[src/hw/rtl/rlms_pkg.sv]
// Package for the RGB LED mode sequencer: request and result types,
// command and mode codes, register indexes and the colour decode helper.
// No dependencies.
package rlms_pkg;

  // Command codes carried in a request.
  localparam logic [2:0] CMD_MS_TICK    = 3'd0;
  localparam logic [2:0] CMD_PWM_TICK   = 3'd1;
  localparam logic [2:0] CMD_SET_MODE   = 3'd2;
  localparam logic [2:0] CMD_NEXT_SOLID = 3'd3;
  localparam logic [2:0] CMD_DIRECT_SET = 3'd4;

  // Mode codes.
  localparam logic [2:0] MODE_OFF     = 3'd0;
  localparam logic [2:0] MODE_SOLID   = 3'd1;
  localparam logic [2:0] MODE_CYCLE   = 3'd2;
  localparam logic [2:0] MODE_BLINK_R = 3'd3;
  localparam logic [2:0] MODE_BLINK_G = 3'd4;
  localparam logic [2:0] MODE_BLINK_B = 3'd5;
  localparam logic [2:0] MODE_BREATHE = 3'd6;

  // Reset values of the state and configuration.
  localparam logic [2:0]  MODE_RESET          = MODE_CYCLE;
  localparam logic [15:0] CYCLE_STEP_MS_RESET = 16'd333;
  localparam logic [15:0] BLINK_HALF_MS_RESET = 16'd250;

  // Configuration register indexes (paddr bit 2).
  localparam logic REG_CYCLE_STEP = 1'b0;
  localparam logic REG_BLINK_HALF = 1'b1;

  // LED level bits: bit 0 red, bit 1 green, bit 2 blue.
  localparam logic [2:0] LV_NONE = 3'b000;
  localparam logic [2:0] LV_R    = 3'b001;
  localparam logic [2:0] LV_G    = 3'b010;
  localparam logic [2:0] LV_B    = 3'b100;
  localparam logic [2:0] LV_ALL  = 3'b111;

  typedef struct packed {
    logic [2:0]  command;
    logic [31:0] now_ms;
    logic [2:0]  mode_value;
    logic        red_in;
    logic        green_in;
    logic        blue_in;
  } req_item_t;

  typedef struct packed {
    logic       red_on;
    logic       green_on;
    logic       blue_on;
    logic       updated;
    logic [2:0] current_mode;
  } rsp_item_t;

  typedef struct packed {
    logic [15:0] cycle_step_ms;
    logic [15:0] blink_half_ms;
  } cfg_t;

  function automatic logic [2:0] one_hot(input logic [1:0] idx);
    logic [2:0] lv;
    case (idx)
      2'd0:    lv = LV_R;
      2'd1:    lv = LV_G;
      2'd2:    lv = LV_B;
      default: lv = LV_NONE;
    endcase
    return lv;
  endfunction

endpackage

[src/hw/rtl/rlms_regs.sv]
// Configuration registers of the RGB LED mode sequencer behind an APB-style port.
// Depends on rlms_pkg.
module rlms_regs (
  input  logic                 clk,
  input  logic                 rst,
  input  logic                 psel,
  input  logic                 penable,
  input  logic                 pwrite,
  input  logic [2:0]           paddr,
  input  logic [31:0]          pwdata,
  output logic [31:0]          prdata,
  output logic                 pready,
  output rlms_pkg::cfg_t       cfg
);
  import rlms_pkg::*;

  logic wr_en;
  logic reg_sel;

  assign pready  = 1'b1;
  assign reg_sel = paddr[2];
  assign wr_en   = psel & penable & pwrite & pready;

  always_ff @(posedge clk) begin
    if (rst) begin
      cfg.cycle_step_ms <= CYCLE_STEP_MS_RESET;
      cfg.blink_half_ms <= BLINK_HALF_MS_RESET;
    end else if (wr_en) begin
      case (reg_sel)
        REG_CYCLE_STEP: cfg.cycle_step_ms <= pwdata[15:0];
        REG_BLINK_HALF: cfg.blink_half_ms <= pwdata[15:0];
        default: ;
      endcase
    end
  end

  always_comb begin
    case (reg_sel)
      REG_CYCLE_STEP: prdata = {16'd0, cfg.cycle_step_ms};
      REG_BLINK_HALF: prdata = {16'd0, cfg.blink_half_ms};
      default:        prdata = 32'd0;
    endcase
  end

endmodule

[src/hw/rtl/rlms_core.sv]
// Sequencer state and the single-pass update for one request.
// Depends on rlms_pkg.
module rlms_core #(
  parameter int PWM_PERIOD = 32,
  parameter int MAX_LEVEL  = 31
) (
  input  logic                 clk,
  input  logic                 rst,
  input  logic                 step,
  input  rlms_pkg::req_item_t  item,
  input  rlms_pkg::cfg_t       cfg,
  output rlms_pkg::rsp_item_t  result
);
  import rlms_pkg::*;

  localparam int CW = (PWM_PERIOD > 1) ? $clog2(PWM_PERIOD) : 1;
  localparam int LW = $clog2(MAX_LEVEL + 1);
  localparam int MW = (CW > LW) ? CW : LW;

  logic [2:0]    mode_reg,       mode_reg_next;
  logic [1:0]    solid_index,    solid_index_next;
  logic [31:0]   last_step_time, last_step_time_next;
  logic [1:0]    phase,          phase_next;
  logic [CW-1:0] pwm_count,      pwm_count_next;
  logic [LW-1:0] bright_level,   bright_level_next;
  logic          rising,         rising_next;
  logic [2:0]    led_levels,     led_levels_next;
  logic          upd;

  logic          is_blink;
  logic [15:0]   period;
  logic [31:0]   elapsed;
  logic [1:0]    blink_sel;
  logic [CW:0]   pwm_inc;

  assign is_blink  = (mode_reg inside {[MODE_BLINK_R:MODE_BLINK_B]});
  assign period    = (mode_reg == MODE_CYCLE) ? cfg.cycle_step_ms : cfg.blink_half_ms;
  assign elapsed   = item.now_ms - last_step_time;
  assign blink_sel = 2'(mode_reg - MODE_BLINK_R);
  assign pwm_inc   = {1'b0, pwm_count} + (CW + 1)'(1);

  always_comb begin
    mode_reg_next       = mode_reg;
    solid_index_next    = solid_index;
    last_step_time_next = last_step_time;
    phase_next          = phase;
    pwm_count_next      = pwm_count;
    bright_level_next   = bright_level;
    rising_next         = rising;
    led_levels_next     = led_levels;
    upd                 = 1'b0;

    case (item.command)
      CMD_MS_TICK: begin
        if ((mode_reg == MODE_CYCLE || is_blink) && elapsed >= {16'd0, period}) begin
          last_step_time_next = item.now_ms;
          upd                 = 1'b1;
          if (mode_reg == MODE_CYCLE) begin
            case (phase)
              2'd0:    phase_next = 2'd1;
              2'd1:    phase_next = 2'd2;
              2'd2:    phase_next = 2'd0;
              default: phase_next = 2'd1;
            endcase
            led_levels_next = one_hot(phase_next);
          end else begin
            phase_next      = phase ^ 2'd1;
            led_levels_next = (phase_next != 2'd0) ? one_hot(blink_sel) : LV_NONE;
          end
        end
      end
      CMD_PWM_TICK: begin
        if (mode_reg == MODE_BREATHE) begin
          upd             = 1'b1;
          led_levels_next = (MW'(pwm_count) < MW'(bright_level)) ? LV_ALL : LV_NONE;
          pwm_count_next  = pwm_inc[CW-1:0];
          // End of a PWM period: move the brightness one step along the
          // triangle, holding one extra period at each end.
          if (pwm_inc >= (CW + 1)'(PWM_PERIOD)) begin
            pwm_count_next = '0;
            if (rising) begin
              if (bright_level >= LW'(MAX_LEVEL)) begin
                bright_level_next = LW'(MAX_LEVEL);
                rising_next       = 1'b0;
              end else begin
                bright_level_next = bright_level + LW'(1);
              end
            end else begin
              if (bright_level == '0) begin
                rising_next = 1'b1;
              end else begin
                bright_level_next = bright_level - LW'(1);
              end
            end
          end
        end
      end
      CMD_SET_MODE: begin
        if (item.mode_value <= MODE_BREATHE) begin
          mode_reg_next       = item.mode_value;
          phase_next          = 2'd0;
          last_step_time_next = item.now_ms;
          if (item.mode_value == MODE_OFF) begin
            led_levels_next = LV_NONE;
            upd             = 1'b1;
          end
        end
      end
      CMD_NEXT_SOLID: begin
        solid_index_next = (solid_index >= 2'd2) ? 2'd0 : solid_index + 2'd1;
        mode_reg_next    = MODE_SOLID;
        led_levels_next  = one_hot(solid_index_next);
        upd              = 1'b1;
      end
      CMD_DIRECT_SET: begin
        led_levels_next = {item.blue_in, item.green_in, item.red_in};
        upd             = 1'b1;
      end
      default: ;
    endcase
  end

  always_ff @(posedge clk) begin
    if (rst) begin
      mode_reg       <= MODE_RESET;
      solid_index    <= 2'd0;
      last_step_time <= 32'd0;
      phase          <= 2'd0;
      pwm_count      <= '0;
      bright_level   <= '0;
      rising         <= 1'b1;
      led_levels     <= LV_NONE;
    end else if (step) begin
      mode_reg       <= mode_reg_next;
      solid_index    <= solid_index_next;
      last_step_time <= last_step_time_next;
      phase          <= phase_next;
      pwm_count      <= pwm_count_next;
      bright_level   <= bright_level_next;
      rising         <= rising_next;
      led_levels     <= led_levels_next;
    end
  end

  assign result.red_on       = led_levels_next[0];
  assign result.green_on     = led_levels_next[1];
  assign result.blue_on      = led_levels_next[2];
  assign result.updated      = upd;
  assign result.current_mode = mode_reg_next;

endmodule

[src/hw/rtl/rgb_led_mode_sequencer.sv]
// RGB LED mode sequencer, top level: request register, update core, result register
// and the configuration port. Depends on rlms_pkg, rlms_regs and rlms_core.
//
// Each request (ms tick, PWM tick, set mode, next solid colour, direct set)
// yields exactly one result carrying the lit state of the three colours, an
// updated flag and the mode after the request. A request is taken every clock
// cycle while results are taken; its result is offered once it has moved
// from the request register into the result register, and can be taken at the
// next edge. The whole state update is one pass of short logic between those
// two registers, so a stalled result only stops intake once both registers are
// full. The outputs are logical "lit" bits; drive the pins with their
// complements. Write the two timing registers (cycle step at 0x0, blink half
// period at 0x4) only while idle.
module rgb_led_mode_sequencer #(
  parameter int PWM_PERIOD = 32,
  parameter int MAX_LEVEL  = 31
) (
  input  logic                 clk,
  input  logic                 rst,
  input  logic                 req_valid,
  output logic                 req_ready,
  input  rlms_pkg::req_item_t  req_data,
  output logic                 rsp_valid,
  input  logic                 rsp_ready,
  output rlms_pkg::rsp_item_t  rsp_data,
  input  logic                 psel,
  input  logic                 penable,
  input  logic                 pwrite,
  input  logic [2:0]           paddr,
  input  logic [31:0]          pwdata,
  output logic [31:0]          prdata,
  output logic                 pready
);
  import rlms_pkg::*;

  logic      held;
  req_item_t held_item;
  logic      advance;
  cfg_t      cfg;
  rsp_item_t result;

  assign advance   = held & (~rsp_valid | rsp_ready);
  assign req_ready = ~held | advance;

  always_ff @(posedge clk) begin
    if (rst) begin
      held      <= 1'b0;
      rsp_valid <= 1'b0;
    end else begin
      if (req_ready) begin
        held <= req_valid;
      end
      if (advance) begin
        rsp_valid <= 1'b1;
      end else if (rsp_ready) begin
        rsp_valid <= 1'b0;
      end
    end
  end

  always_ff @(posedge clk) begin
    if (req_valid && req_ready) begin
      held_item <= req_data;
    end
    if (advance) begin
      rsp_data <= result;
    end
  end

  rlms_regs u_regs (
    .clk     (clk),
    .rst     (rst),
    .psel    (psel),
    .penable (penable),
    .pwrite  (pwrite),
    .paddr   (paddr),
    .pwdata  (pwdata),
    .prdata  (prdata),
    .pready  (pready),
    .cfg     (cfg)
  );

  rlms_core #(
    .PWM_PERIOD (PWM_PERIOD),
    .MAX_LEVEL  (MAX_LEVEL)
  ) u_core (
    .clk    (clk),
    .rst    (rst),
    .step   (advance),
    .item   (held_item),
    .cfg    (cfg),
    .result (result)
  );

endmodule

[config.mk]
export PLATFORM = sky130hd
export DESIGN_NAME = rgb_led_mode_sequencer
export DESIGN_NICKNAME = d
export VERILOG_FILES = /design/src/hw/rtl/rlms_pkg.sv /design/src/hw/rtl/rlms_regs.sv /design/src/hw/rtl/rlms_core.sv /design/src/hw/rtl/rgb_led_mode_sequencer.sv
export SDC_FILE = /design/constraint.sdc
export NUM_CORES = 1
export LEC_CHECK = 0
export ABC_CLOCK_PERIOD_IN_PS = 10700
export BUFFER_PORTS_ARGS = -buffer_cell sky130_fd_sc_hd__buf_4
export CORE_UTILIZATION = 25
export DETAILED_ROUTE_END_ITERATION = 10
export RECOVER_POWER = 50
export SYNTH_ARGS = -nofsm -noshare
export SYNTH_HDL_FRONTEND = slang
export SYNTH_SLANG_ARGS = --single-unit
[constraint.sdc]
create_clock -name clk -period 10.7 [get_ports clk]
set_input_delay 1.07 -clock clk [delete_from_list [all_inputs] [get_ports clk]]
set_output_delay 1.07 -clock clk [all_outputs]
set_load 0.05 [all_outputs]
# == Word level (Yosys, flattened, before mapping) ==
# Cells that the tools add are included.
# op_classes
shift,0
reduce_logical,22
order_cmp,8
n_addsub,6
multipliers,0
n_mux,41
eq_ne,18
n_bitwise,9
div_mod_pow,0
# op_table
op,count
32-bit one-hot mux with 2 select lines,2
32-bit two-way mux,2
32-bit by 16-bit greater-or-equal comparator with 1-bit output,1
32-bit subtractor,1
3-bit one-hot mux with 3 select lines,3
3-bit two-way mux,8
5-bit two-way mux,4
16-bit two-way mux,1
3-bit one-hot mux with 5 select lines,1
2-bit two-way mux,7
5-bit AND reduction,2
"3-bit by 2-bit == test with 1-bit output, second input constant",3
1-bit two-way mux,9
"2-bit by 1-bit == test with 1-bit output, second input constant",4
"2-bit == test, second input constant",4
"2-bit by 1-bit != test with 1-bit output, second input constant",4
2-bit one-hot mux with 2 select lines,2
4-bit AND reduction,2
"5-bit by 1-bit adder with 6-bit output, second input constant",1
"3-bit == test, second input constant",2
"6-bit greater-or-equal comparator, second input constant",1
"3-bit less-or-equal comparator, second input constant",2
2-bit logical NOT,3
3-bit logical NOT,2
other kinds (21),33
# totals
rom_bits,0
latchBits,0
elab_cells,128
input_bits,83
register_bits,135
memories,0
mem_bits_rw,0

# == Depth between registers and ports, before layout ==
# logic_depth
depth_word,11
mapped_depth,20
depth_no_buf,19

# == By module ==
# Synthesis repeated with hierarchy kept, for this count alone.
# unflattened
hier_cells,1029
hier_area_um2,9213.8
# by_module_without_submodules
module,seq_area_each_um2,instances,area_per_inst_um2,cells_per_inst
rlms_core,1061.0,1,5983.2,802
rlms_regs,640.6,1,1685.4,169
rgb_led_mode_sequencer,1481.4,1,1545.2,58

# == Worst setup path before layout ==
# No wires, ideal clock.
# synth_path
kind,register -> register
startpoint,reg u_core.mode_reg[1]
endpoint,"reg rsp_data[6] (netlist bit), data pin"
n_path_buf,3
stages_incl_launch_ff,16
arrival_time_ns,4.159
required_ns,10.427
setup_slack_ns,6.268
path_cell_list,dfxtp_1 -> clkbuf_1 -> nor3b_1 -> clkbuf_1 -> buf_1 -> mux2i_1 -> ha_1 -> or3_1 -> a211o_1 -> a32oi_1 -> o2111ai_1 -> and4bb_2 -> o2111ai_2 -> or3_4 -> a211oi_1 -> a311oi_1
# synth_lines
element,line,text
start: declaration,rlms_core.sv:20,"logic [2:0] mode_reg, mode_reg_next;"
start signal: assignment,rlms_core.sv:134,mode_reg <= mode_reg_next;
end signal: assignment,rgb_led_mode_sequencer.sv:66,rsp_data <= result;
end: declaration,rgb_led_mode_sequencer.sv:25,"output rlms_pkg::rsp_item_t rsp_data,"

# == Worst setup path in the final report ==
# layout_path
startpoint,reg held_item[6] (netlist bit)
endpoint,reg u_core.phase[0]
# layout_between
elab_chain_len,5
# layout_lines
element,line,text
start: declaration,rgb_led_mode_sequencer.sv:37,req_item_t held_item;
start signal: assignment,rgb_led_mode_sequencer.sv:63,held_item <= req_data;
32-bit subtractor,rlms_core.sv:38,assign elapsed = item.now_ms - last_step_time;
32-bit by 16-bit greater-or-equal comparator with 1-bit output,rlms_core.sv:55,"if ((mode_reg == MODE_CYCLE || is_blink) && elapsed >= {16'd0, period}) begin"
1-bit logical AND,rlms_core.sv:55,
2-bit by 1-bit != test with 1-bit output (no source line),-,
4-bit AND reduction (no source line),-,
end signal: assignment,rlms_core.sv:137,phase <= phase_next;
end: declaration,rlms_core.sv:23,"logic [1:0] phase, phase_next;"
# No other way between the ends.
# A chain may end at the register's enable or synchronous reset.

==> impl_results.md <==
* WP data arrival at ~5700 ps
* FF+latch area at between 0.003 and 0.004 mm^2
* Placed cell count at roughly 1,500
* Top Ports at about 130
* Met1 Resource Use GR at 0.174
* Clock Pin Slew Worst Setup and Hold Paths at approximately 60 ps
* GP Congestion at 0.887
* Synthesis-to-layout area growth at 17.6%
* CTS Buf Count at 17
* Total number of vias at roughly 7,500
* Register area share after synthesis at 0.365
* Power Dens Cells at about 140 mW/mm^2
* Die H at between 150 and 200 um
* Layout Skew at 18.3 ps
* Largest register FFs at roughly 40
* Flops & latches, synth at around 140
* Post-CTS Setup Inserts at 0
* CTS tree: built
* Grt ovf at 0
* Routed len/inst at 14.8 um
* Setup ws final at about 5300 ps
* Root Buffer: clkbuf_16
* Largest net degree at the start of global routing at 66
* Pins Over Slew Limit at 86
* H-tree level count at 4
* Fillers at around 3,600
* P_leak at ~4 nW
* Ys async rst share at 0
* Grt met2 use at 0.206
* Setup TNS at 0 ps
* F_max at around 0.18 GHz
* DP Wirelength at around 17,000 um
* Hold slack at around 460 ps
* Failing checks: capacitance limit, slew limit
* Syn. warnings at 0
* Row cnt at a little under 70
* Core area at 0.0345 mm^2
* RSZ-0062 raised after global routing: no
* Routed Antenna Nets at 0
* Post-Syn Area at 0.00872 mm^2
* Worst Path Required at around 11,000 ps
* Crit end category: register
* Number of global-route vias before repair at 7,041
* Status: complete, but fails checks
* Library cells used by synthesis at 84
* Non-Filler Instances at ~1,500
* Hold crit path type: register to register
* EDFF count, synth at 48
* Total clock sinks at between 100 and 150
* Pre-CTS worst setup slack at 5430 ps
* Most Used Layer, Global Route: met2
* Top flop regs: held_item: 41 flops, u_core.last_step_time: 32 flops, u_regs.cfg: 32 flops
* Ys flop type: dfxtp_1
* Endpoints failing hold at 0
* Inserted Diodes at 0
* Avg Cell Area, Syn at approximately 8.6 um^2
* Via/cell ratio at just under 5
* Startpoint types: register
* Final WL at around 23,000 um
* Cts-stage hold buffer count at 0
* Initial antenna violation count at 0
* Critical path peak fanout at 33
* Iteration-0 DRC Markers at 635
* Crit path kind: register to register
* Clock network latency to the later pin of the worst-skew pair at about 430 ps
* Setup violations, final at 0
* Maximum capacitance violations at 2
* Synth Instances at approximately 1,000
* Die width at 189 um
* Global-route wire length before repair at around 37,000 um
* Post-cts sizing count at 0
* Die Area at between 0.03 and 0.04 mm^2
* Multi-input gate area at 0.00498 mm^2
* Drt pass-1 iters at 7
* Starting Density at 0.253
* Share of layout cells above drive strength 1 at 0.173
* Final worst path period need at roughly 5400 ps
* Final net count at between 1,000 and 1,500
* Max-slew headroom at -0.821
* Worst slew pin tran at between 2000 and 3000 ps
* Port bufs at 89
* Max VDD drop at 0.000110 V
* Clk buf depth at 2
* DRC violations left at 0
* Post-route cell area at 0.0103 mm^2
* DP Area at 0.00968 mm^2
* Final Cycle Share at 0.509
* GRT Util Overall at 0.128
* Most flops, register: held_item
* Met3 Track Usage GR at 0.0233
[layer usage]
layer	vias up	wire length, um
met5	-	0
met4	0	246
met3	13	1280
met2	233	10500
met1	3521	10800
li1	3771	-
[final cells by class]
cell class	instances	area share
sequential	135	0.310
clock buffer	23	0.0518
clock inverter	9	0.00756
tap	455	0.0555
multi-input combinational	767	0.486
timing repair buffer	96	0.0670
inverter	60	0.0220
[metrics by stage]
| stage | util | total power, mW |
|---|---|---|
| 2_1_floorplan | - | 0.782 |
| 3_3_place_gp | 0.281 | 0.851 |
| 3_5_place_dp | 0.281 | 0.854 |
| 4_1_cts | 0.299 | 1.46 |
| 5_1_grt | 0.298 | 1.52 |
| 6_report | 0.298 | 1.44 |
[worst paths after layout]
check	cells past startpoint	to	start	slack (ps)
min	2	u_core.last_step_time[0]	u_core.last_step_time[0]	460
min reg2reg	2	u_core.last_step_time[0]	u_core.last_step_time[0]	460
max reg2reg	19	u_core.phase[0]	held_item[6]	5250
max	19	u_core.phase[0]	held_item[6]	5250
[cell families after synthesis]
| kind of cell | synth area share |
|---|---|
| and+or+nand+nor | 0.203 |
| AOI/OAI and AO/OA | 0.205 |
| DFF | 0.365 |
| buffers and inverters | 0.0715 |
| adders and majority gates | 0.0870 |
| muxes | 0.0426 |
| xor gates and xnor gates | 0.0251 |
| other | 0.000861 |
[layout by cell type, fill, tap and decap left out, drive strengths merged, types with 5 or more instances in the layout]
cell type / instances
a211oi: 7
a21o: 9
a21oi: 94
a31oi: 7
and3: 7
buf: 45
clkbuf: 74
clkinv: 6
conb: 17
dfxtp: 87
edfxtp: 48
ha: 59
inv: 62
mux2: 17
mux2i: 18
nand2: 156
nand2b: 12
nand3: 29
nand4: 48
nor2: 60
nor2b: 8
nor3: 19
nor4: 5
o2111ai: 8
o211ai: 7
o21a: 6
o21ai: 67
o22ai: 10
or3: 7
xnor2: 17
xor2: 8
[power breakdown]
| group | leakage [nW] | switching, mW | internal, mW | total, mW |
|---|---|---|---|---|
| Clock | 0.296 | 0.247 | 0.355 | 0.602 |
| Combinational | 2.46 | 0.173 | 0.100 | 0.273 |
| Sequential | 1.17 | 0.0152 | 0.554 | 0.569 |
| Total | 3.92 | 0.435 | 1.01 | 1.44 |
[worst max-delay path, stage by stage (launching register included)]
cell and delay [ps]:
edfxtp_1 440, inv_1 60, ha_1 220, fa_1 410, nand2b_1 180, a21o_1 230
a21oi_2 240, a31oi_4 180, xnor2_1 170, ha_1 310, a21oi_1 180, o22ai_1 120
a211oi_1 200, nor4b_1 490, and4bb_2 340, o2111ai_2 210, or3_4 500, a21oi_4 130
buf_4 490, o32ai_2 140
[Yosys cell counts, drive strengths merged (9+ instances only)]
cell	n	area (um^2)
mux2i	18	180
edfxtp	48	1440
o22ai	10	62.6
nand2b	12	75.1
nand3	29	145
ha	59	738
mux2	17	191
nor2	60	225
a21o	9	67.6
nand2	156	588
clkbuf	34	130
buf	38	268
a21oi	94	489
nand4	48	300
dfxtp	87	1740
nor3	19	105
xnor2	17	149
inv	59	221
o21ai	67	452
Power figures use the tool's default switching activity.
